==> src/rtl/ktp_div.sv <==
// iterative signed divider, one quotient bit per cycle, truncating toward zero
module ktp_div #(
  parameter int unsigned NumW = 34,
  parameter int unsigned DenW = 18
) (
  input  logic                   clk_i,
  input  logic                   rst_ni,
  input  logic                   start_i,
  input  logic signed [NumW-1:0] num_i,
  input  logic signed [DenW-1:0] den_i,
  output logic                   done_o,
  output logic signed [NumW-1:0] quo_o
);

  localparam int unsigned CntW = $clog2(NumW + 1);

  logic [NumW-1:0] quo_q, quo_d;
  logic [DenW-1:0] rem_q, rem_d;
  logic [DenW-1:0] den_q, den_d;
  logic            neg_q, neg_d;
  logic            busy_q, busy_d;
  logic [CntW-1:0] cnt_q, cnt_d;
  logic [DenW:0]   trial;

  always_comb begin
    quo_d  = quo_q;
    rem_d  = rem_q;
    den_d  = den_q;
    neg_d  = neg_q;
    busy_d = busy_q;
    cnt_d  = cnt_q;
    done_o = 1'b0;
    trial  = {rem_q, quo_q[NumW-1]} - {1'b0, den_q};
    if (start_i) begin
      quo_d  = num_i[NumW-1] ? NumW'(-num_i) : num_i;
      den_d  = den_i[DenW-1] ? DenW'(-den_i) : den_i;
      neg_d  = num_i[NumW-1] ^ den_i[DenW-1];
      rem_d  = '0;
      cnt_d  = CntW'(NumW);
      busy_d = 1'b1;
    end else if (busy_q) begin
      if (cnt_q == '0) begin
        busy_d = 1'b0;
        done_o = 1'b1;
      end else begin
        if (!trial[DenW]) begin
          rem_d = trial[DenW-1:0];
          quo_d = {quo_q[NumW-2:0], 1'b1};
        end else begin
          rem_d = {rem_q[DenW-2:0], quo_q[NumW-1]};
          quo_d = {quo_q[NumW-2:0], 1'b0};
        end
        cnt_d = cnt_q - 1'b1;
      end
    end
  end

  assign quo_o = neg_q ? NumW'(-quo_q) : quo_q;

  always_ff @(posedge clk_i or negedge rst_ni) begin
    if (!rst_ni) begin
      busy_q <= 1'b0;
      cnt_q  <= '0;
    end else begin
      busy_q <= busy_d;
      cnt_q  <= cnt_d;
    end
  end

  always_ff @(posedge clk_i) begin
    quo_q <= quo_d;
    rem_q <= rem_d;
    den_q <= den_d;
    neg_q <= neg_d;
  end

endmodule
==> config.mk <==
export PLATFORM = sky130hd
export DESIGN_NAME = ktp_div
export DESIGN_NICKNAME = d
export VERILOG_FILES = /design/src/rtl/ktp_div.sv
export SDC_FILE = /design/constraint.sdc
export NUM_CORES = 1
export LEC_CHECK = 0
export ABC_AREA = 1
export BUFFER_PORTS_ARGS = -buffer_cell sky130_fd_sc_hd__buf_2
export CAP_MARGIN = 10
export CELL_PAD_IN_SITES_DETAIL_PLACEMENT = 1
export CELL_PAD_IN_SITES_GLOBAL_PLACEMENT = 1
export CORE_MARGIN = 5
export CORE_UTILIZATION = 30
export CTS_CLUSTER_SIZE = 28
export DETAILED_ROUTE_END_ITERATION = 8
export PLACE_DENSITY = 0.66
export SETUP_SLACK_MARGIN = 0.5
export SLEW_MARGIN = 20
export SYNTH_ARGS = -nofsm -noshare
export SYNTH_HDL_FRONTEND = slang
export SYNTH_SLANG_ARGS = --single-unit
==> constraint.sdc <==
create_clock -name clk_i -period 2.6 [get_ports clk_i]
set_clock_uncertainty 0.05 [all_clocks]
set_input_delay 0.52 -clock clk_i [delete_from_list [all_inputs] [get_ports clk_i]]
set_output_delay 0.52 -clock clk_i [all_outputs]
set_load 0.05 [all_outputs]
==> results.json, run 1 <==
{
  "yosys.area_share.xor_xnor": 0.103,
  "viasPerCell": 4.78,
  "netlist_instances": 971,
  "fillers": 2655,
  "drtAntennaViolNets": 0,
  "tns_ps": -2850,
  "synth_top_family_by_area": "simple AND/OR/NAND/NOR gates",
  "via_count": 6802,
  "start_util": 0.302,
  "final_max_slew_viol_count": 0,
  "layout.cells.most_common": "nand2_1",
  "p_total_mw": 8.87,
  "numClockSinks": 78,
  "final_cell_count_no_fill": 1423,
  "final_util": 0.453,
  "diodes": 0,
  "irDropWorstVdd_mv": 0.366,
  "htreeDepth": 3,
  "drc_errors": 0,
  "final_cell_mix": "nand2_1, inv_1, nor2_1, buf_4",
  "max_cap_violations": 0,
  "die_x_um": 158,
  "finalCritPeriodShare": 1.10,
  "status": "complete, but fails checks",
  "place_ws_ps": -34.9,
  "synth.cell_area_um2": 6550,
  "seq_area_frac_synth": 0.325,
  "grt_max_degree": 45,
  "synth_fp_nets": 1050,
  "coreArea_um2": 21700,
  "ys_types": 47,
  "cts_max_path_buffers": 2,
  "slew_headroom": 0.674,
  "post_dp_cell_area_um2": 7950,
  "synth_compound_gate_area_share": 0.0834,
  "stdcell_area_um2": 9830,
  "crit_type": "reg -> out",
  "synth-simple-area-share": 0.335,
  "leakage_nw": 4.57,
  "layout_min_cycle_time_ps": 2850,
  "synth-main-ff-cell": "edfxtp_1",
  "wl_um": 23100,
  "fmax_ghz": 0.350,
  "cts_tree": "built",
  "async_flop_share": 0.0897,
  "regArea_um2": 2130,
  "numCtsBuffers": 9,
  "cp-end-kind": "output pin",
  "power.density_nw_per_um2": 902,
  "nNetsFinal": 1217,
  "insertion_delay_ps": 350,
  "multi_input_area_um2": 5030,
  "setup_violations": 23,
  "dieArea_um2": 24900,
  "grt_pass1_vias": 7085,
  "required_ps": 2030,
  "layout-drive-gt1-share": 0.355,
  "grt.overflow.total": 0,
  "synth_fa_ha_area_frac": 0.0470,
  "holdWs_ps": 318,
  "die_h_um": 158,
  "finalHoldViolCount": 0,
  "place.port_buffers": 89,
  "synth_edf_count": 53,
  "cts.clk_slew.worst_paths_ps": 60,
  "gp_congestion": 0.802,
  "grt_pass1_wl_um": 35200,
  "detail_route.iter0.violations": 345,
  "setup_ws_ps": -254,
  "rsz0062_at_grt": "yes",
  "yosysWarnings": 0,
  "arrival_ps": 2280,
  "first_pass_iters": 4,
  "cts-root-buf": "clkbuf_16",
  "tightest_slew_ps": 484,
  "hp-class": "in -> reg",
  "routedWlPerCell_um": 16.2,
  "antenna_found_initial": 0,
  "grt_usage": 0.176,
  "synthMuxAreaShare": 0,
  "place_inst": 1355,
  "avgSynthCellArea_um2": 6.75,
  "place_hpwl_um": 16600,
  "violations": "setup timing",
  "synth_seq_cells": 78,
  "rows": 54,
  "startpoint_type": "register",
  "io_pins": 90,
  "areaGrowthSynthToFinish_pct": 50.1,
  "path_max_fanout": 3
}
==> layer usage <==
metal,track usage,part of all wire,vias up
li1,-,-,3416
met1,0.213,0.42,3254
met2,0.328,0.53,102
met3,0.0172,0.025,30
met4,0.0549,0.021,0
met5,0,0,-
==> path summary, 6_finish.rpt <==
kind,startpoint,end,slack [ps],cells past startpoint
min in group asynchronous,rst_ni,cnt_q[5],480,2
max reg2reg,quo_q[33],rem_q[16],420,12
min reg2reg,rem_q[16],rem_q[16],430,2
min,den_i[0],den_q[0],320,1
max,quo_q[1],quo_o[29],-250,10
max in group asynchronous,rst_ni,busy_q,1850,2
==> where the power goes <==
group	leakage, nW	switching [mW]	internal [mW]	total (mW)
registers	0.789	0.290	1.64	1.93
clock network	0.138	0.536	0.747	1.28
logic	3.65	3.47	2.18	5.66
total	4.57	4.30	4.57	8.87
==> Yosys cell counts, types with 2 or more instances <==
library cell  instances  area (um2)
o31ai_1               4        30.0
a21oi_2               2        17.5
inv_2                 3        11.3
nand4_1              12        75.1
clkbuf_1             15        56.3
nor3_1               17        85.1
nand2_4               3        33.8
xor2_1               60         526
o211ai_1              2        15.0
inv_1               152         571
xnor2_1              17         149
nor2_1               95         357
a31oi_1               4        25.0
a21oi_1              15        75.1
clkinv_1              2        7.51
o21ai_1               7        35.0
nand3_1              77         385
ha_1                 23         288
buf_2                 2        10.0
dfrtp_1               7         175
nand2_2              13        81.3
nand2_1             280        1050
edfxtp_1             53        1590
buf_1                 2        7.51
nor4_1                3        18.8
o21ai_0              60         300
nand3_2               2        20.0
dfxtp_1              18         360
nand3b_1              2        15.0
or2_2                 2        12.5
==> what timing repair did <==
| item | in CTS | in global routing |
|---|---|---|
| buffers inserted | 26 | 23 |
| cloned | 2 | 0 |
| endpoints found under the hold margin | 7 | 0 |
| hold buffers | 1 | 0 |
| endpoints found under the setup margin | 53 | 62 |
| pin swaps | 62 | 63 |
| resized for setup | 184 | 126 |
==> critical path, stage by stage (launching register included) <==
cell and delay [ps]:
edfxtp_1 430, inv_2 120, nand3_2 120, nor3_2 210
nand2_1 130, nor2_4 190, nand3_4 120, o21ai_1 160
buf_4 160, xor2_4 130, buf_6 170
==> sequential cells by signal, summed over array words and instances, names as in the netlist <==
name and count:
busy_q 1, cnt_q 6, den_q 18, neg_q 1
quo_q 34, rem_q 18
==> logic make-up (layout without fill, tap and decap cells) <==
| kind of cell | after synthesis | in the layout |
|---|---|---|
| AOI/OAI and AO/OA | 100 | 100 |
| and+or+nand+nor | 513 | 515 |
| DFF | 78 | 78 |
| xor gates and xnor gates | 77 | 77 |
| adders and majority gates | 24 | 24 |
| buffers and inverters | 179 | 349 |
==> cell type report <==
type / instances / area share
Multi-Input combinational cell: 716 / 0.511
Sequential cell: 78 / 0.216
Timing Repair Buffer: 176 / 0.146
Inverter: 157 / 0.0609
Tap cell: 280 / 0.0356
Clock buffer: 11 / 0.0237
Clock inverter: 5 / 0.00598
No activity file was read; power rests on OpenSTA's default activity.
==> run 2: changes to the inputs <==
--- a/config.mk
+++ b/config.mk
@@ -15,6 +15,7 @@
 export CTS_CLUSTER_SIZE = 28
 export DETAILED_ROUTE_END_ITERATION = 8
 export PLACE_DENSITY = 0.66
+export REMOVE_ABC_BUFFERS = 1
 export SETUP_SLACK_MARGIN = 0.5
 export SLEW_MARGIN = 20
 export SYNTH_ARGS = -nofsm -noshare
==> run 2 against run 1 <==
  * Largest power group unchanged
  * Worst setup slack improved by 72 ps
  * The run still ends with setup timing left
  * First-iteration DRC count increased by 7.2%
  * Die area unchanged
  * Final cell count is essentially flat
  * Clock power fell by 4%
  * Sequential share of layout area is 0.65 points higher
  * Power increased by 0.30%
  * Count of clock-buffer cells in the layout decreased by 2
==> results.json, run 2 (synthesis results as in run 1) <==
{
  "hp-class": "in -> reg",
  "crit_chain": "inv_1 -> nand2_1 -> nor3_4 -> nand2_2 -> nor2_4 -> nand2_2 -> nand2_4 -> nand3_2 -> xor2_2 -> buf_6",
  "grt_usage": 0.189,
  "crit_top_cell": "nand2_2",
  "start_util": 0.302,
  "leakage_nw": 4.44,
  "insertion_delay_ps": 350,
  "numClockSinks": 78,
  "crit_buf_inv": 2,
  "worst_path_max_delay_cell": "edfxtp_1",
  "path_max_fanout": 3,
  "setup_ws_ps": -181,
  "nNetsFinal": 1216,
  "die_h_um": 158,
  "gp_congestion": 0.884,
  "routedWlPerCell_um": 16.9,
  "setup_violations": 20,
  "holdWs_ps": 348,
  "grt_max_degree": 35,
  "max_cap_violations": 0,
  "arrival_ps": 2210,
  "required_ps": 2030,
  "layout_min_cycle_time_ps": 2780,
  "detail_route.iter0.violations": 370,
  "first_pass_iters": 4,
  "top_regs": "quo_q (34), den_q (18), rem_q (18)",
  "grt_pass1_wl_um": 37200,
  "final_cell_mix": "nand2_1, inv_1, buf_4, nor2_1, buf_2",
  "status": "complete, but fails checks",
  "slew_headroom": 0.679,
  "finalHoldViolCount": 0,
  "areaGrowthSynthToFinish_pct": 45.8,
  "coreArea_um2": 21700,
  "layout-drive-gt1-share": 0.349,
  "cp-end-kind": "output pin",
  "place_hpwl_um": 17100,
  "power.density_nw_per_um2": 932,
  "slowest_delay_ps": 420,
  "wl_um": 24100,
  "grt_pass1_vias": 7022,
  "via_count": 6884,
  "rsz0062_at_grt": "yes",
  "dieArea_um2": 24900,
  "fmax_ghz": 0.360,
  "rows": 54,
  "grt.overflow.total": 0,
  "drtAntennaViolNets": 0,
  "io_pins": 90,
  "largest_register": "quo_q",
  "htreeDepth": 3,
  "place.port_buffers": 89,
  "drc_errors": 0,
  "cts-root-buf": "clkbuf_16",
  "startpoint_type": "register",
  "cts_max_path_buffers": 2,
  "layout.cells.most_common": "nand2_1",
  "tightest_slew_ps": 478,
  "diodes": 0,
  "finalCritPeriodShare": 1.07,
  "reg2reg_setup_slack_ps": 460,
  "largest_reg_flops": 34,
  "cpLargestDelayFamily": "simple AND/OR/NAND/NOR gates",
  "final_max_slew_viol_count": 0,
  "die_x_um": 158,
  "irDropWorstVdd_mv": 0.316,
  "crit_type": "reg -> out",
  "cts.clk_slew.worst_paths_ps": 70,
  "place_ws_ps": -17.9,
  "viasPerCell": 4.84,
  "violations": "setup timing",
  "numCtsBuffers": 9,
  "cts_tree": "built",
  "antenna_found_initial": 0
}
## run 2: layer usage
metal  up-vias  wire length [um]  GRT usage
met5         -                 0          0
met2       110             12300      0.332
met3        23               653     0.0200
met1      3327             10700      0.246
li1       3424                 -          -
met4         0               470     0.0512
## run 2: area by class of cell
type	instances	area [um2]
fillers	2645	12100
repair buffers	172	1330
flip-flops and latches	78	2130
inverters	157	592
clock buffers	9	225
well taps	280	350
clock inverters	7	48.8
multi-input cells	719	4880
## run 2: worst paths after layout
kind,endpoint,cells past startpoint,from
worst max-delay path,quo_o[31],10,quo_q[8]
worst min-delay path,den_q[0],1,den_i[0]
worst max register to register,quo_q[0],11,quo_q[33]
worst min register to register,rem_q[15],2,rem_q[15]
max in group asynchronous,cnt_q[4],2,rst_ni
min in group asynchronous,cnt_q[0],2,rst_ni
## run 2: through the flow
step                      total power [mW]  setup TNS [ps]  area [um2]   util  cells
after floorplan                       4.56           -6630        6440      -    949
after global placement                5.62               0        7550  0.348   1360
after detailed placement              5.67           -17.9        7550  0.348   1360
after CTS                             7.86           -1860        8690  0.401   1394
after global routing                  9.50           -4860        9550  0.440   1422
final                                 8.90           -1960        9550  0.440   1422
## run 2: timing repair
| action | 4_1_cts | 5_1_grt |
|---|---|---|
| setup endpoints to repair | 53 | 62 |
| pin swaps | 71 | 93 |
| setup buffers | 12 | 28 |
| hold buffers | 1 | 0 |
| cloned | 5 | 0 |
| endpoints found under the hold margin | 7 | 0 |
| gates resized for setup | 181 | 150 |
## run 2: power by group
group	internal, mW	total (mW)	switching (mW)
clock	0.647	1.23	0.579
combinational	2.18	5.75	3.57
sequential	1.64	1.93	0.284
==> run 3: changes to the inputs <==
--- a/config.mk
+++ b/config.mk
@@ -5,7 +5,6 @@
 export SDC_FILE = /design/constraint.sdc
 export NUM_CORES = 1
 export LEC_CHECK = 0
-export ABC_AREA = 1
 export BUFFER_PORTS_ARGS = -buffer_cell sky130_fd_sc_hd__buf_2
 export CAP_MARGIN = 10
 export CELL_PAD_IN_SITES_DETAIL_PLACEMENT = 1
@@ -14,7 +13,7 @@
 export CORE_UTILIZATION = 30
 export CTS_CLUSTER_SIZE = 28
 export DETAILED_ROUTE_END_ITERATION = 8
-export PLACE_DENSITY = 0.66
+export PLACE_DENSITY = 0.63
 export REMOVE_ABC_BUFFERS = 1
 export SETUP_SLACK_MARGIN = 0.5
 export SLEW_MARGIN = 20
==> run 3 against run 2 <==
  * The flow still finishes with violations (setup timing)
  * Die area decreased by 12%
  * Largest power group unchanged
  * Largest cell class unchanged
  * Flip-flop and latch count did not move
  * Worst setup slack worse by 690 ps
==> results.json, run 3 <==
{
  "final_max_slew_viol_count": 0,
  "rows": 50,
  "async_flop_share": 0.0897,
  "first_pass_iters": 4,
  "dieArea_um2": 21900,
  "cts-root-buf": "clkbuf_16",
  "cts_max_path_buffers": 2,
  "nNetsFinal": 933,
  "insertion_delay_ps": 360,
  "areaGrowthSynthToFinish_pct": 62.0,
  "multi_input_area_um2": 4390,
  "grt_pass1_vias": 6019,
  "startpoint_type": "register",
  "crit_chain": "or4_4 -> or3_4 -> nor2_4 -> inv_4 -> o41ai_4 -> buf_4 -> buf_4 -> buf_6 -> xnor2_2 -> buf_6",
  "tns_ps": -18670,
  "required_ps": 2030,
  "ys_top_cells_by_area": "edfxtp_1, xnor2_1, xor2_1",
  "numCtsBuffers": 9,
  "synth_seq_cells": 78,
  "hp-class": "in -> reg",
  "layout_min_cycle_time_ps": 3470,
  "tightest_slew_ps": 824,
  "crit_buf_inv": 5,
  "worst_path_max_delay_cell": "or4_4",
  "rsz0062_at_grt": "yes",
  "irDropWorstVdd_mv": 0.345,
  "status": "complete, but fails checks",
  "antenna_found_initial": 3,
  "drc_errors": 0,
  "layout.cells.most_common": "buf_4",
  "gp_congestion": 0.912,
  "largest_reg_flops": 34,
  "yosysWarnings": 0,
  "violations": "setup timing",
  "yosysMostFrequentCell": "nand2_1",
  "leakage_nw": 3.85,
  "grt_pass1_wl_um": 31600,
  "netlist.area_leader.share": 0.278,
  "place.port_buffers": 89,
  "synth.cell_area_um2": 5720,
  "io_pins": 90,
  "final_util": 0.494,
  "arrival_ps": 2900,
  "grt_usage": 0.180,
  "synth-main-ff-cell": "edfxtp_1",
  "regArea_um2": 2130,
  "top_regs": "quo_q (34), den_q (18), rem_q (18)",
  "start_util": 0.305,
  "die_h_um": 148,
  "seq_area_frac_synth": 0.372,
  "fillers": 2088,
  "setup_ws_ps": -871,
  "slew_headroom": 0.443,
  "synth_top_area_cell": "edfxtp_1",
  "grt_use_met1": 0.214,
  "avgSynthCellArea_um2": 9.23,
  "detail_route.iter0.violations": 226,
  "crit_type": "reg -> out",
  "synth_edf_count": 53,
  "cp-end-kind": "output pin",
  "viasPerCell": 5.26,
  "gr-usage-met2": 0.329,
  "htreeDepth": 3,
  "cts.clk_slew.worst_paths_ps": 70,
  "finalCritPeriodShare": 1.34,
  "setup_violations": 42,
  "netlist_instances": 620,
  "largest_register": "quo_q",
  "grt.overflow.total": 0,
  "numClockSinks": 78,
  "die_x_um": 148,
  "via_count": 5769,
  "layout-drive-gt1-share": 0.471,
  "top_usage_layer": "met2",
  "finalHoldViolCount": 0,
  "final_cell_mix": "buf_4, buf_6, edfxtp_1, buf_2, nand2_1",
  "slowest_delay_ps": 530,
  "power.density_nw_per_um2": 600,
  "synth_commonest_cells": "nand2_1, o21ai_0, edfxtp_1",
  "met3_usage": 0.0280,
  "grt_max_degree": 83,
  "cpLargestDelayFamily": "simple AND/OR/NAND/NOR gates",
  "max_cap_violations": 0,
  "wl_um": 22800,
  "ys_types": 63,
  "place_hpwl_um": 14000,
  "fmax_ghz": 0.288,
  "path_max_fanout": 4,
  "cts_tree": "built",
  "coreArea_um2": 18800,
  "routedWlPerCell_um": 20.8,
  "drtAntennaViolNets": 0
}
-- run 3: cell types whose count changed in the layout (fill, tap and decap cells not counted), sizes merged, moves of 12 or more --
cell    previous run  this run
xnor2             17        50
o31ai              4        16
a21oi             17        51
nand3             79         4
nor3              18         1
nand2b             0        12
nand2            301        64
mux2i              0        18
inv              156        34
nor2              97        44
o41ai              0        17
buf              171       243
or4                0        12
-- run 3: per-stage QoR --
stage                     hold WS, ps  power, mW  cell area, um2  setup WS [ps]  cells
final                             321       5.56            9270           -871   1096
after global routing              310       5.79            9270           -978   1096
after global placement            312       3.53            7230           -441   1029
after detailed placement          317       3.59            7230           -482   1029
after floorplan                   174       2.88            5640          -1160    598
after CTS                         308       5.36            8660           -810   1069
-- run 3: power breakdown --
part | internal, mW | switching [mW] | total (mW)
Clock | 0.812 | 0.553 | 1.36
Combinational | 1.02 | 1.52 | 2.53
Sequential | 1.54 | 0.130 | 1.67
-- run 3: worst paths after layout --
path	end	slack, ps	from	cells past startpoint
worst max-delay path	quo_o[25]	-870	quo_q[13]	10
worst min-delay path	den_q[0]	320	den_i[0]	1
worst max register to register	rem_q[9]	-120	quo_q[33]	13
worst min register to register	rem_q[3]	430	rem_q[3]	2
max in group asynchronous	cnt_q[2]	1840	rst_ni	2
min in group asynchronous	cnt_q[0]	480	rst_ni	2
-- run 3: area by class of cell --
| cell class | count | area share |
|---|---|---|
| Tap cell | 234 | 0.0316 |
| Inverter | 34 | 0.0140 |
| Clock buffer | 15 | 0.0333 |
| Clock inverter | 1 | 0.000810 |
| Sequential cell | 78 | 0.229 |
| Timing Repair Buffer | 245 | 0.217 |
| Multi-Input combinational cell | 486 | 0.473 |
| Antenna cell | 3 | 0.000810 |
-- run 3: cells by family after synthesis --
group	count (synthesis)	share of synthesized area
XOR/XNOR	100	0.153
flip-flops	78	0.372
AND/OR/NAND/NOR	172	0.152
buffers and inverters	56	0.0383
multiplexers	23	0.0413
adder cells (fa/ha/maj)	24	0.0538
AO/OA/AOI/OAI	167	0.190
-- run 3: worst register-to-register path, cell delays in order (launching register included) --
cell      delay, ps
edfxtp_1        370
inv_2            90
ha_4            130
inv_2            30
fa_2            360
a211oi_2        220
o21ai_2          90
a31o_2          230
a31o_4          240
xor2_4          240
buf_12          180
buf_12          120
mux2i_1         190
o21ai_1          80
-- run 3: timing repair --
item	in CTS	in global routing
endpoints found under the hold margin	7	0
resized for setup	211	85
cloned	1	0
setup endpoints to repair	78	81
setup buffers	22	24
hold buffers	1	0
pin swaps	60	60
-- run 3: routing by layer --
metal	vias up	part of all wire	wire length, um
met3	48	0.028	631
met1	2867	0.40	9070
met5	-	0	0
li1	2708	-	-
met2	146	0.54	12300
met4	0	0.038	863
