File: src/rtl/ktp_ram.sv
// generic single-port-write ram with registered read
module ktp_ram #(
  parameter int unsigned Width = 32,
  parameter int unsigned Depth = 16
) (
  input  logic                     clk_i,
  input  logic                     we_i,
  input  logic [$clog2(Depth)-1:0] waddr_i,
  input  logic [Width-1:0]         wdata_i,
  input  logic [$clog2(Depth)-1:0] raddr_i,
  output logic [Width-1:0]         rdata_o
);

  logic [Width-1:0] mem_q [Depth];

  always_ff @(posedge clk_i) begin
    if (we_i) begin
      mem_q[waddr_i] <= wdata_i;
    end
    rdata_o <= mem_q[raddr_i];
  end

endmodule

File: config.mk
export PLATFORM = sky130hd
export DESIGN_NAME = ktp_ram
export DESIGN_NICKNAME = d
export VERILOG_FILES = /design/src/rtl/ktp_ram.sv
export SDC_FILE = /design/constraint.sdc
export NUM_CORES = 1
export LEC_CHECK = 0
export ABC_AREA = 0
export BUFFER_PORTS_ARGS = -buffer_cell sky130_fd_sc_hd__buf_2
export CAP_MARGIN = 0
export CORE_MARGIN = 8
export CORE_UTILIZATION = 45
export CTS_CLUSTER_DIAMETER = 100
export DETAILED_ROUTE_END_ITERATION = 16
export PLACE_DENSITY = 0.61
export SETUP_SLACK_MARGIN = 0.5
export SLEW_MARGIN = 20
export SYNTH_ARGS = -nofsm -noshare
export SYNTH_HDL_FRONTEND = slang
export SYNTH_SLANG_ARGS = --single-unit
File: constraint.sdc
create_clock -name clk_i -period 3.07 [get_ports clk_i]
set_input_delay 0.1535 -clock clk_i [delete_from_list [all_inputs] [get_ports clk_i]]
set_output_delay 0.1535 -clock clk_i [all_outputs]
set_load 0.02 [all_outputs]
==> run summary, run 1 <==
The run finished with clean final reports. For this design the ratio of total power to cell area is 658 mW/mm2. The final layout contains 1,037 nets. The final period utilization is 48.6%. The measured slew at the worst slew-check pin came out at 944 ps. The smallest setup slack after layout is between 1500 and 2000 ps. In this run the worst hold path is classified as in -> reg. Counting the buffers created by CTS gives between 50 and 60. The clock root buffer is sky130_fd_sc_hd__clkbuf_16. The number of violations of the max-capacitance limit came out at 0. The final routed DRC violation total is 0.

In the final routed layout, each cell accounts on average for around 26 um. Cells fill 53.0% of the core in the end. The starting utilization of the core area came out at 45.2%.

The worst setup path is captured at a register. The number of antenna violations at the first check in global routing is 1. The total routing resource utilization after global routing came out at 17.3%. After detailed routing, the number of vias per cell comes to 5.56. The core area came out at 0.0439 mm2. The maximum number of pins on one net before global-route repair is 44.

The floorplan has 77 rows. The die covers ~0.05 mm2. The synthesized net count came out at 880. The final number of hold-violating endpoints came out at 0. STA classifies the critical path startpoint as an input pin. The remaining number of nets flagged by the antenna check after routing came out at 0. The post-synthesis cell type count is 18. Dividing the synthesized area by the synthesized cell count gives 23.7 um2.

The arrival time reported for the critical path endpoint is 1780 ps. The number of sinks driven by the clock tree came out at 544. Setup repair after global routing left no endpoint under its margin. The data required time at the worst endpoint came out at 3350 ps. The buffer count from post-CTS setup fixing is 0. The die span in y is 226 um. The minimum period implied by the final worst setup slack came out at between 1000 and 1500 ps.

Sorting the synthesized cells by area gives the leading types as sky130_fd_sc_hd__edfxtp_1 77%, sky130_fd_sc_hd__mux4_2 15%, sky130_fd_sc_hd__dfxtp_1 3.2%, sky130_fd_sc_hd__a22oi_1 2.4%, sky130_fd_sc_hd__nand2_1 0.62%. The synthesis-to-finish area growth is 17.3%. The number of pins exceeding their max-slew limit in the final report came out at 0. During I/O placement, the number of pins put on the boundary was 74. The number of filler instances in the final layout is 3,438. The via count of the first global-routing pass is 9,756.

The post-route total power came out at 15.3 mW. The mapped cell area came out at around 0.020 mm2. The clock insertion delay at the later pin of the skew report came out at 600 ps. The antenna diode instance count is 0. The count of state elements after synthesis came out at around 540. The pre-antenna-repair detailed-routing pass consisted of 5 iterations. The number of failing setup endpoints in the final timing report came out at 0. The buffer depth of the longest clock path came out at 3. TritonCTS built the clock tree.

The biggest area contributor in the post-synthesis netlist is sky130_fd_sc_hd__edfxtp_1. The cell leakage power is 7.51 nW. During synthesis, Yosys emitted a total of 0 warnings.

The worst clock skew came out at between 15 and 20 ps. The H-tree was split into 2 levels. In the layout the commonest cells are 512 x sky130_fd_sc_hd__edfxtp_1, 128 x sky130_fd_sc_hd__mux4_2, 71 x sky130_fd_sc_hd__buf_2, 64 x sky130_fd_sc_hd__a22oi_1, 55 x sky130_fd_sc_hd__clkbuf_16. The CTS clock-pin slew for the worst setup and hold paths is approximately 60 ps.

The vias after detailed routing is 9,077. The total overflow reported by the global router came out at 0. The part of the Yosys area used for sequential elements is between 80% and 90%. The setup total negative slack came out at 0 ps. For this block, the routed nets add up to 43.0 mm of wire. The top fanout value on the critical path is 14. The commonest non-fill, non-tap cell in the layout is sky130_fd_sc_hd__edfxtp_1.

The top-area cell type share of the netlist area is between 70% and 80%. The largest stage delay on the critical path came out at between 600 and 700 ps. The fmax came out at 670 MHz. The HPWL after detailed placement is 24.9 mm. The worst-case setup slack after placement is 910 ps.

The cell with the largest stage delay on the worst path is sky130_fd_sc_hd__or3b_2. The synthesized instance count is 838. The fraction of final layout cells sized beyond drive strength 1 came out at 32.4%.

The die boundary width is 226 um. The routability-driven placement congestion ratio is 0.731. In this run the tightest slew margin relative to its limit is 37.0%. The first global-routing pass estimated 65.1 mm of wire. The number of buffer cells added on primary ports is 73. The category of the most critical setup path is in -> reg.

Walking the worst path, the cells encountered are buf_2 > or3b_2 > nor2_4 > buf_4. The number of DRC markers after the initial detailed-route iteration is 868. The maximum vdd drop came out at 0.452 mV.
==> worst max-delay path, delay by kind of cell <==
kind | cells | cell delay (ps)
and+or+nand+nor | 2 | 1150
buffers and inverters | 2 | 470
==> path summary, 6_finish.rpt <==
check                                     to  slack, ps          start  depth (start not counted)
worst min-delay path            mem_q[4][23]        130     waddr_i[0]                          2
worst max register to register   rdata_o[28]       1650  mem_q[11][28]                          3
worst min register to register    rdata_o[2]        670   mem_q[13][2]                          3
worst max-delay path            mem_q[3][24]       1580     waddr_i[2]                          4
==> synthesized netlist by cell type <==
master,n
sky130_fd_sc_hd__edfxtp_1,512
sky130_fd_sc_hd__or3b_2,1
sky130_fd_sc_hd__buf_1,9
sky130_fd_sc_hd__mux4_2,128
sky130_fd_sc_hd__dfxtp_1,32
sky130_fd_sc_hd__buf_6,2
sky130_fd_sc_hd__clkbuf_1,17
sky130_fd_sc_hd__nand3_1,1
sky130_fd_sc_hd__nand2b_1,2
sky130_fd_sc_hd__nand2_1,33
sky130_fd_sc_hd__and2_1,1
sky130_fd_sc_hd__nor2b_1,2
sky130_fd_sc_hd__buf_4,11
sky130_fd_sc_hd__nor2_1,13
sky130_fd_sc_hd__buf_2,4
sky130_fd_sc_hd__nor3_1,4
sky130_fd_sc_hd__nand3b_1,2
sky130_fd_sc_hd__a22oi_1,64
==> where the power goes <==
part | internal (mW) | total (mW) | switching, mW | leakage (nW)
clock network | 3.46 | 6.14 | 2.68 | 0.807
logic | 0.337 | 0.836 | 0.499 | 1.81
registers | 8.30 | 8.36 | 0.0545 | 4.89
==> area by class of cell <==
class / instances / area, um2 / share of cell area (%)
clock inverter: 25 / 171 / 0.736
tap: 592 / 741 / 3.18
timing repair buffer: 144 / 1110 / 4.75
clock buffer: 76 / 1490 / 6.38
multi-input combinational: 251 / 3770 / 16.2
sequential: 544 / 16000 / 68.8
==> stage by stage <==
stage               cells  instance area [um2]  hold WS, ps
finish               1632                23300          134
global route         1632                23300          135
CTS                  1632                23300          104
detailed placement   1499                21300          550
global placement     1499                21300          538
floorplan             838                19900          252
==> routing by layer <==
metal  GRT usage [%]  routed length [um]  vias up
li1                -                   -     3898
met1            24.7               18900     4856
met2            27.5               20800      269
met3            3.60                2640       52
met4            3.75                 656        2
met5               0                  11        -
==> kinds of logic (layout without fill, tap and decap cells) <==
| family | count (synthesis) | in the layout | share of synthesized area (%) |
|---|---|---|---|
| flops | 544 | 544 | 80.7 |
| buf+inv | 43 | 245 | 1.12 |
| mux | 128 | 128 | 14.5 |
| simple gates | 59 | 59 | 1.27 |
| compound gates | 64 | 64 | 2.42 |
==> registers in the layout, summed over array words and instances, names as in the netlist <==
| name | cells |
|---|---|
| mem_q | 512 |
| rdata_o | 32 |
==> timing repair <==
action / 4_1_cts / 5_1_grt
resized for setup: 0 / 0
endpoints found under the hold margin: 512 / 0
hold buffers: 32 / 0
Note: power is estimated with default switching activity, not from simulation.
==> inputs of run 2 (changes only) <==
Settings changed: PLACE_DENSITY 0.61 to 0.59.
Clock period 3.07 ns to 1.4 ns, I/O delays scaled along.
==> run 2 against run 1 <==
Register-to-register slack lost 1500 ps. Routed wire length fell by 0.43%. Count of clock-buffer cells in the layout decreased by 3. Combinational power grew to 2.6 times the previous value. Sequential power is 120% higher. Critical path depth decreased by 1. Final cell count rose by 2.1%. Hold slack lost 96 ps. Sequential share of layout area decreased by 3.0 points. Non-clock buffer count up 36. Die area did not move. Largest cell class unchanged. Largest power group unchanged. Highest routed layer is now met4.
==> run summary, run 2 (synthesis results as in run 1) <==
The flow ran to the end, and the final reports show no timing, DRC or antenna violations. The setup slack of the most critical reg-to-reg path is 140 ps (-1510 ps). Counting flops per register, the top entry is mem_q. The average wire per standard cell is 25.7 um (-2.5%).

The number of DRC markers after the initial detailed-route iteration came out at 687 (-21%). The tree is rooted in a sky130_fd_sc_hd__clkbuf_16. The startpoint identified for the worst register-to-register timing path is mem_q[3][6]. The final number of hold-violating endpoints is 0 (unchanged). TritonCTS built the clock tree. The buffer count from post-CTS setup fixing came out at 0 (unchanged). The minimum period implied by the final worst setup slack is around 1300 ps. The number of flip-flops in the largest register came out at 512 (unchanged). Setup repair after global routing could not meet its margin everywhere. The most critical setup path has its startpoint at mem_q[3][6]. The number of antenna violations at the first check in global routing is 0 (-1). In the final layout, the registers with the most flip-flops are mem_q x512, rdata_o x32. In this run the worst setup path terminates at rdata_o[6]. The die boundary width was 226 um (unchanged). The total power density per cell area is 1380 mW/mm2 (+110%).

The number of failing setup endpoints in the final timing report came out at 0 (unchanged). The post-detailed-route via-to-cell ratio is 5.50 (-1.0%). The arrival time reported for the critical path endpoint is 1710 ps (-70 ps). The commonest non-fill, non-tap cell in the layout is sky130_fd_sc_hd__edfxtp_1. On the critical path, the stage with the largest delay is an instance of sky130_fd_sc_hd__mux4_2. STA classifies the critical path endpoint as a register. The maximum number of pins on one net before global-route repair came out at 33 (-25%). The class of the tightest hold or removal check is in -> reg. The worst-case setup slack after placement came out at -209 ps (-1120 ps).

The buffer depth of the longest clock path came to 3 (unchanged). The first-pass GRT wire length came to 64.5 mm (-0.92%). The maximum vdd drop is 0.988 mV (+120%).

The number of iterations in the first detailed-routing pass came out at 5 (unchanged). The routed length on met1 came to 18.3 mm (-3.2%). The largest stage delay on the critical path came out at 490 ps (-140 ps). The clock insertion delay at the later pin of the skew report came to 580 ps (-20 ps). The number of violations of the max-capacitance limit came out at 0 (unchanged). The top cell types in the final layout, fill and taps aside, are 512 x sky130_fd_sc_hd__edfxtp_1, 128 x sky130_fd_sc_hd__mux4_2, 55 x sky130_fd_sc_hd__clkbuf_16, 45 x sky130_fd_sc_hd__a22oi_2, 43 x sky130_fd_sc_hd__buf_12. The number of H-tree levels came to 2 (unchanged).

The total routing resource utilization after global routing came out at 17.2% (-0.070 points). The cell leakage power is 7.89 nW (+5.0%). The total overflow reported by the global router is 0 (unchanged). The worst clock skew came to 11.7 ps (-8.08 ps). The worst-case reg-to-reg path depth came out at 3 (unchanged). The met2 layer wire length in the routed design came out at 21.9 mm (+5.5%). The final standard cell count with taps included and fillers excluded came out at 1,666 (+2.1%).

The via count of the first global-routing pass is 9,868 (+1.1%). The number of buffer cells added on primary ports is 73 (unchanged). The fmax came out at 792 MHz. The measured slew at the worst slew-check pin is 481 ps (-463 ps). Relative to the synthesized area, the layout overhead comes to 23.1%.

The layout net count came out at 1,073 (+3.5%). The top fanout value on the critical path came to 1 (-13). The die area was 0.0511 mm2 (unchanged).

Signal routing reaches up to met4. The critical path in this run is classified as reg -> reg. The number of I/O pins came out at 74 (unchanged). The post-route total power came out at 33.7 mW (+120%). The number of cells in the design after placement is 1,534 (+2.3%). The signal on the critical path passes through mux4_2 > a22oi_2 > nand2_1. The starting utilization of the core area is 45.2% (unchanged). The relative slew slack came out at 67.9% (+31 points).

The vias after detailed routing came to 9,171 (+1.0%). The nature of the critical path startpoint is a register. The final period utilization is 90.2%.

The CTS clock-pin slew for the worst setup and hold paths is 60 ps (about the same). The final routed wirelength across all metal layers came out at 42.8 mm (-0.43%). The data required time at the worst endpoint is 1850 ps (-1500 ps). The placement row count was 77 (unchanged). The number of pins exceeding their max-slew limit in the final report is 0 (unchanged). The endpoint identified for the worst register-to-register timing path is rdata_o[6]. The number of sinks driven by the clock tree was 544 (unchanged). The die span in y is 226 um (unchanged). The sum of net half-perimeters after detailed placement is 24.5 mm (-1.6%). The smallest setup slack after layout came out at 138 ps (-1440 ps). The remaining number of nets flagged by the antenna check after routing was 0 (unchanged). The routability-driven placement congestion ratio was 0.703 (-3.9%). The fraction of final layout cells sized beyond drive strength 1 came to 41.7% (+9.3 points). The total clock buffers created by CTS came out at 54 (unchanged). The final routed DRC violation total came out at 0 (unchanged). The amount of wire on met3 after detailed routing was 1.82 mm (-31%).

The core area is 0.0439 mm2 (unchanged). The antenna diode instance count is 0 (unchanged).
-- run 2: changes by cell type in the layout (fill, tap and decap cells not counted), sizes merged --
cell | before | now
clkbuf | 77 | 74
clkinv | 21 | 24
buf | 111 | 146
clkinvlp | 3 | 0
inv | 0 | 1
dlygate4sd3 | 32 | 33
-- run 2: metal layers --
layer	vias up	global-route usage, %
met5	-	0
met4	0	4.77
met3	56	2.66
met2	191	29.4
met1	4958	23.0
li1	3966	-
-- run 2: worst min path at each step --
stage,from,end,slack [ps],cells past startpoint
2_1_floorplan,wdata_i[0],mem_q[0][0],170,0
3_3_place_gp,wdata_i[26],mem_q[13][26],450,1
3_5_place_dp,wdata_i[26],mem_q[9][26],460,1
4_1_cts,raddr_i[1],rdata_o[10],-0.7,4
5_1_grt,raddr_i[1],rdata_o[10],40,4
6_report,raddr_i[2],rdata_o[14],40,4
-- run 2: power by group --
group	internal [mW]	switching, mW	leakage [nW]
registers	18.2	0.145	4.90
clock network	7.43	5.74	0.794
logic	1.03	1.14	2.19
total	26.7	7.02	7.89
-- run 2: area by class of cell --
class | count | area (um2)
clock buffer | 73 | 1450
clock inverter | 26 | 146
fill | 3336 | 19500
multi-input combinational | 251 | 4030
sequential | 544 | 16100
tap | 592 | 741
timing repair buffer | 180 | 2000
-- run 2: worst max-delay path: cells and delay by family, from the launching register on --
kind | cells | cell delay (ps)
AND/OR/NAND/NOR | 1 | 100
AO/OA/AOI/OAI | 1 | 180
flip-flops | 1 | 370
multiplexers | 1 | 490
-- run 2: what timing repair did --
| action | CTS | global route |
|---|---|---|
| resized for setup | 129 | 13 |
| endpoints found under the setup margin | 64 | 64 |
| pin swaps | 10 | 1 |
| endpoints found under the hold margin | 513 | 0 |
| hold buffers | 33 | 0 |
-- run 2: through the flow --
stage	TNS [ps]	hold slack (ps)	instance area (um2)	util, %
2_1_floorplan	-36760	169	20200	-
3_3_place_gp	-8540	447	22000	50.2
3_5_place_dp	-8710	456	22000	50.2
4_1_cts	0	-0.719	24400	55.5
5_1_grt	0	36.1	24400	55.6
6_report	0	38.2	24400	55.6
==> inputs of run 3 (changes only) <==
Settings changed: PLACE_DENSITY 0.59 to 0.64.
==> run 3 against run 2 <==
Count of clock-buffer cells in the layout down 7. Sequential share of layout area down 0.92 points. Clock skew up 11 ps. Flip-flop and latch count unchanged. Critical path type unchanged. Highest routed layer unchanged.
==> run summary, run 3 (synthesis results as in run 1) <==
The number of buffer cells added on primary ports is 73 (unchanged). The register with the most flip-flops in the final layout is mem_q. The via count of the first global-routing pass is 9,868 (unchanged).

The relative slew slack came out at 64.5% (-3.5 points). The routability-driven placement congestion ratio came out at 0.711 (+1.2%). The smallest setup slack after layout came out at 142 ps (+4.42 ps).

The internal power consumption came out at 27.9 mW (+4.5%). The final period utilization is 89.8% (-0.32 points). The final standard cell count with taps included and fillers excluded is 1,672 (+0.36%). The maximum vdd drop came out at 1.01 mV (+2.7%). The layout net count came to 1,078 (+0.47%). The vias after detailed routing came out at 9,311 (+1.5%).

The first-pass GRT wire length is 64.4 mm (-0.22%). The critical path in this run is classified as reg -> reg. The number of sinks driven by the clock tree is 544 (unchanged). The maximum number of pins on one net before global-route repair came out at 42 (+27%).

The clock tree from TritonCTS is built. The total routing resource utilization after global routing was 17.1% (-0.16 points). The number of H-tree levels is 2 (unchanged). The total power density per cell area came to 1420 mW/mm2 (+2.8%). The share of power burned in registers came to 52.3% (-2.2 points). The net load switching power came out at 7.26 mW (+3.3%).

The nature of the critical path startpoint is a register. The post-layout utilization of the core came out at 56.4% (+0.81 points). The switching share of power was 20.7% (-0.18 points). The cell leakage power came out at 8.04 nW (+2.0%). The final routed DRC violation total came out at 0 (unchanged). The die area is 0.0511 mm2 (unchanged). The worst-case setup slack after placement is -253 ps (-44.0 ps). The final number of hold-violating endpoints is 0 (unchanged). The final routed wirelength across all metal layers came out at 43.1 mm (+0.69%). The post-detailed-route via-to-cell ratio came out at 5.57 (+1.2%).

The average wire per standard cell came to 25.8 um (+0.33%). The buffer depth of the longest clock path came out at 3 (unchanged). The tree is rooted in a sky130_fd_sc_hd__clkbuf_16. The antenna diode instance count came out at 0 (unchanged).

The fmax was 795 MHz (+0.35%). The top fanout value on the critical path came out at 1 (unchanged). The total overflow reported by the global router came out at 0 (unchanged).

The number of pins exceeding their max-slew limit in the final report is 0 (unchanged). The number of violations of the max-capacitance limit was 0 (unchanged). The arrival time reported for the critical path endpoint came to 1720 ps (about the same). The die boundary width came to 226 um (unchanged). The post-route total power came out at 35.2 mW (+4.3%). The minimum period implied by the final worst setup slack was 1260 ps (-4.42 ps). The number of filler instances in the final layout came to 3,242 (-2.8%).

The logic gate share of total power is 6.3% (about the same). The tightest min-delay check is of the in -> reg type. The commonest non-fill, non-tap cell in the layout is sky130_fd_sc_hd__edfxtp_1. The clock insertion delay at the later pin of the skew report came to 600 ps (+20 ps). The synthesis-to-finish area growth came out at 24.9%. The worst clock skew came out at 22.4 ps (+10.7 ps). In the layout the commonest cells are 512 x sky130_fd_sc_hd__edfxtp_1, 128 x sky130_fd_sc_hd__mux4_2, 54 x sky130_fd_sc_hd__clkbuf_16, 50 x sky130_fd_sc_hd__buf_12, 43 x sky130_fd_sc_hd__a22oi_2.

The data required time at the worst endpoint came out at 1860 ps (about the same). The total area of multi-input combinational cells is 0.00402 mm2 (-0.25%). The run finished with clean final reports. The CTS clock-pin slew for the worst setup and hold paths came out at 60 ps (about the same). The fraction of final layout cells sized beyond drive strength 1 came out at 42.9% (+1.2 points). The core area is 0.0439 mm2 (unchanged). The starting utilization of the core area is 45.2% (unchanged). The sum of net half-perimeters after detailed placement came out at 24.1 mm (-1.5%). The number of I/O pins is 74 (unchanged). The setup slack of the most critical reg-to-reg path came out at 140 ps (about the same). Setup repair after global routing could not meet its margin everywhere.

The die span in y came out at 226 um (unchanged). The worst setup path is captured at a register. The number of iterations in the first detailed-routing pass is 5 (unchanged). The sequential cell area is 0.0161 mm2 (about the same). The number of DRC markers after the initial detailed-route iteration was 723 (+5.2%). In the final layout, the registers with the most flip-flops are mem_q x512, rdata_o x32.

The number of antenna violations at the first check in global routing is 0 (unchanged). The number of cells in the design after placement is 1,538 (+0.26%). The placement row count came out at 77 (unchanged).

The remaining number of nets flagged by the antenna check after routing came to 0 (unchanged). The part of the total power dissipated in the clock network came out at 41.4% (+2.3 points). The number of flip-flops in the largest register is 512 (unchanged). The number of failing setup endpoints in the final timing report was 0 (unchanged). The total clock buffers created by CTS came to 53 (-1.9%). The measured slew at the worst slew-check pin was 532 ps (+51.0 ps).
==> run 3: cell types whose count changed in the layout (fill, tap and decap cells not counted), sizes merged <==
cell	change
dlygate4sd3	-1
bufinv	+7
clkbuf	-6
buf	+6
clkinv	-3
clkinvlp	+3
==> run 3: per-layer routing <==
| layer | global-route usage, % | routed length (um) | up-vias |
|---|---|---|---|
| met5 | 0 | 0 | - |
| met4 | 4.19 | 709 | 0 |
| met3 | 2.75 | 2420 | 60 |
| met2 | 28.3 | 21600 | 270 |
| met1 | 23.7 | 18400 | 5008 |
| li1 | - | - | 3973 |
==> run 3: cell type report <==
class | count | share of cell area, %
Clock buffer | 66 | 5.63
Timing Repair Buffer | 186 | 8.68
Clock inverter | 33 | 1.69
Multi-Input combinational cell | 251 | 16.2
Sequential cell | 544 | 64.8
Tap cell | 592 | 2.99
==> run 3: final timing paths <==
path | from | to | cells past startpoint
max | mem_q[3][4] | rdata_o[4] | 3
min | raddr_i[2] | rdata_o[16] | 4
max reg2reg | mem_q[3][4] | rdata_o[4] | 3
min reg2reg | mem_q[14][11] | rdata_o[11] | 3
==> run 3: worst max-delay path, stage by stage, from the launching register on <==
cell	delay (ps)
sky130_fd_sc_hd__edfxtp_1	370
sky130_fd_sc_hd__mux4_2	480
sky130_fd_sc_hd__a22oi_2	190
sky130_fd_sc_hd__nand2_1	90
==> run 3: repair_timing <==
action | 4_1_cts | 5_1_grt
pin swaps | 8 | 10
hold buffers | 32 | 0
endpoints found under the hold margin | 512 | 0
cloned | 0 | 1
setup endpoints to repair | 64 | 66
gates resized for setup | 112 | 32
buffers inserted | 0 | 1
==> run 3: per-stage QoR <==
| stage | hold slack [ps] | TNS (ps) | instance area (um2) |
|---|---|---|---|
| floorplan | 169 | -36760 | 20200 |
| global placement | 440 | -18040 | 22100 |
| detailed placement | 454 | -19420 | 22100 |
| CTS | 78.5 | 0 | 24600 |
| global route | 22.1 | 0 | 24800 |
| finish | 2.50 | 0 | 24800 |
==> run 3: power groups by stage <==
| stage | Sequential [mW] | Clock [mW] | Combinational, mW |
|---|---|---|---|
| 2_1_floorplan | 18.8 | 0 | 0.962 |
| 3_3_place_gp | 18.7 | 0 | 1.92 |
| 3_5_place_dp | 18.7 | 0 | 1.95 |
| 4_1_cts | 18.4 | 14.8 | 2.18 |
| 5_1_grt | 18.4 | 15.4 | 2.37 |
| 6_report | 18.4 | 14.6 | 2.22 |
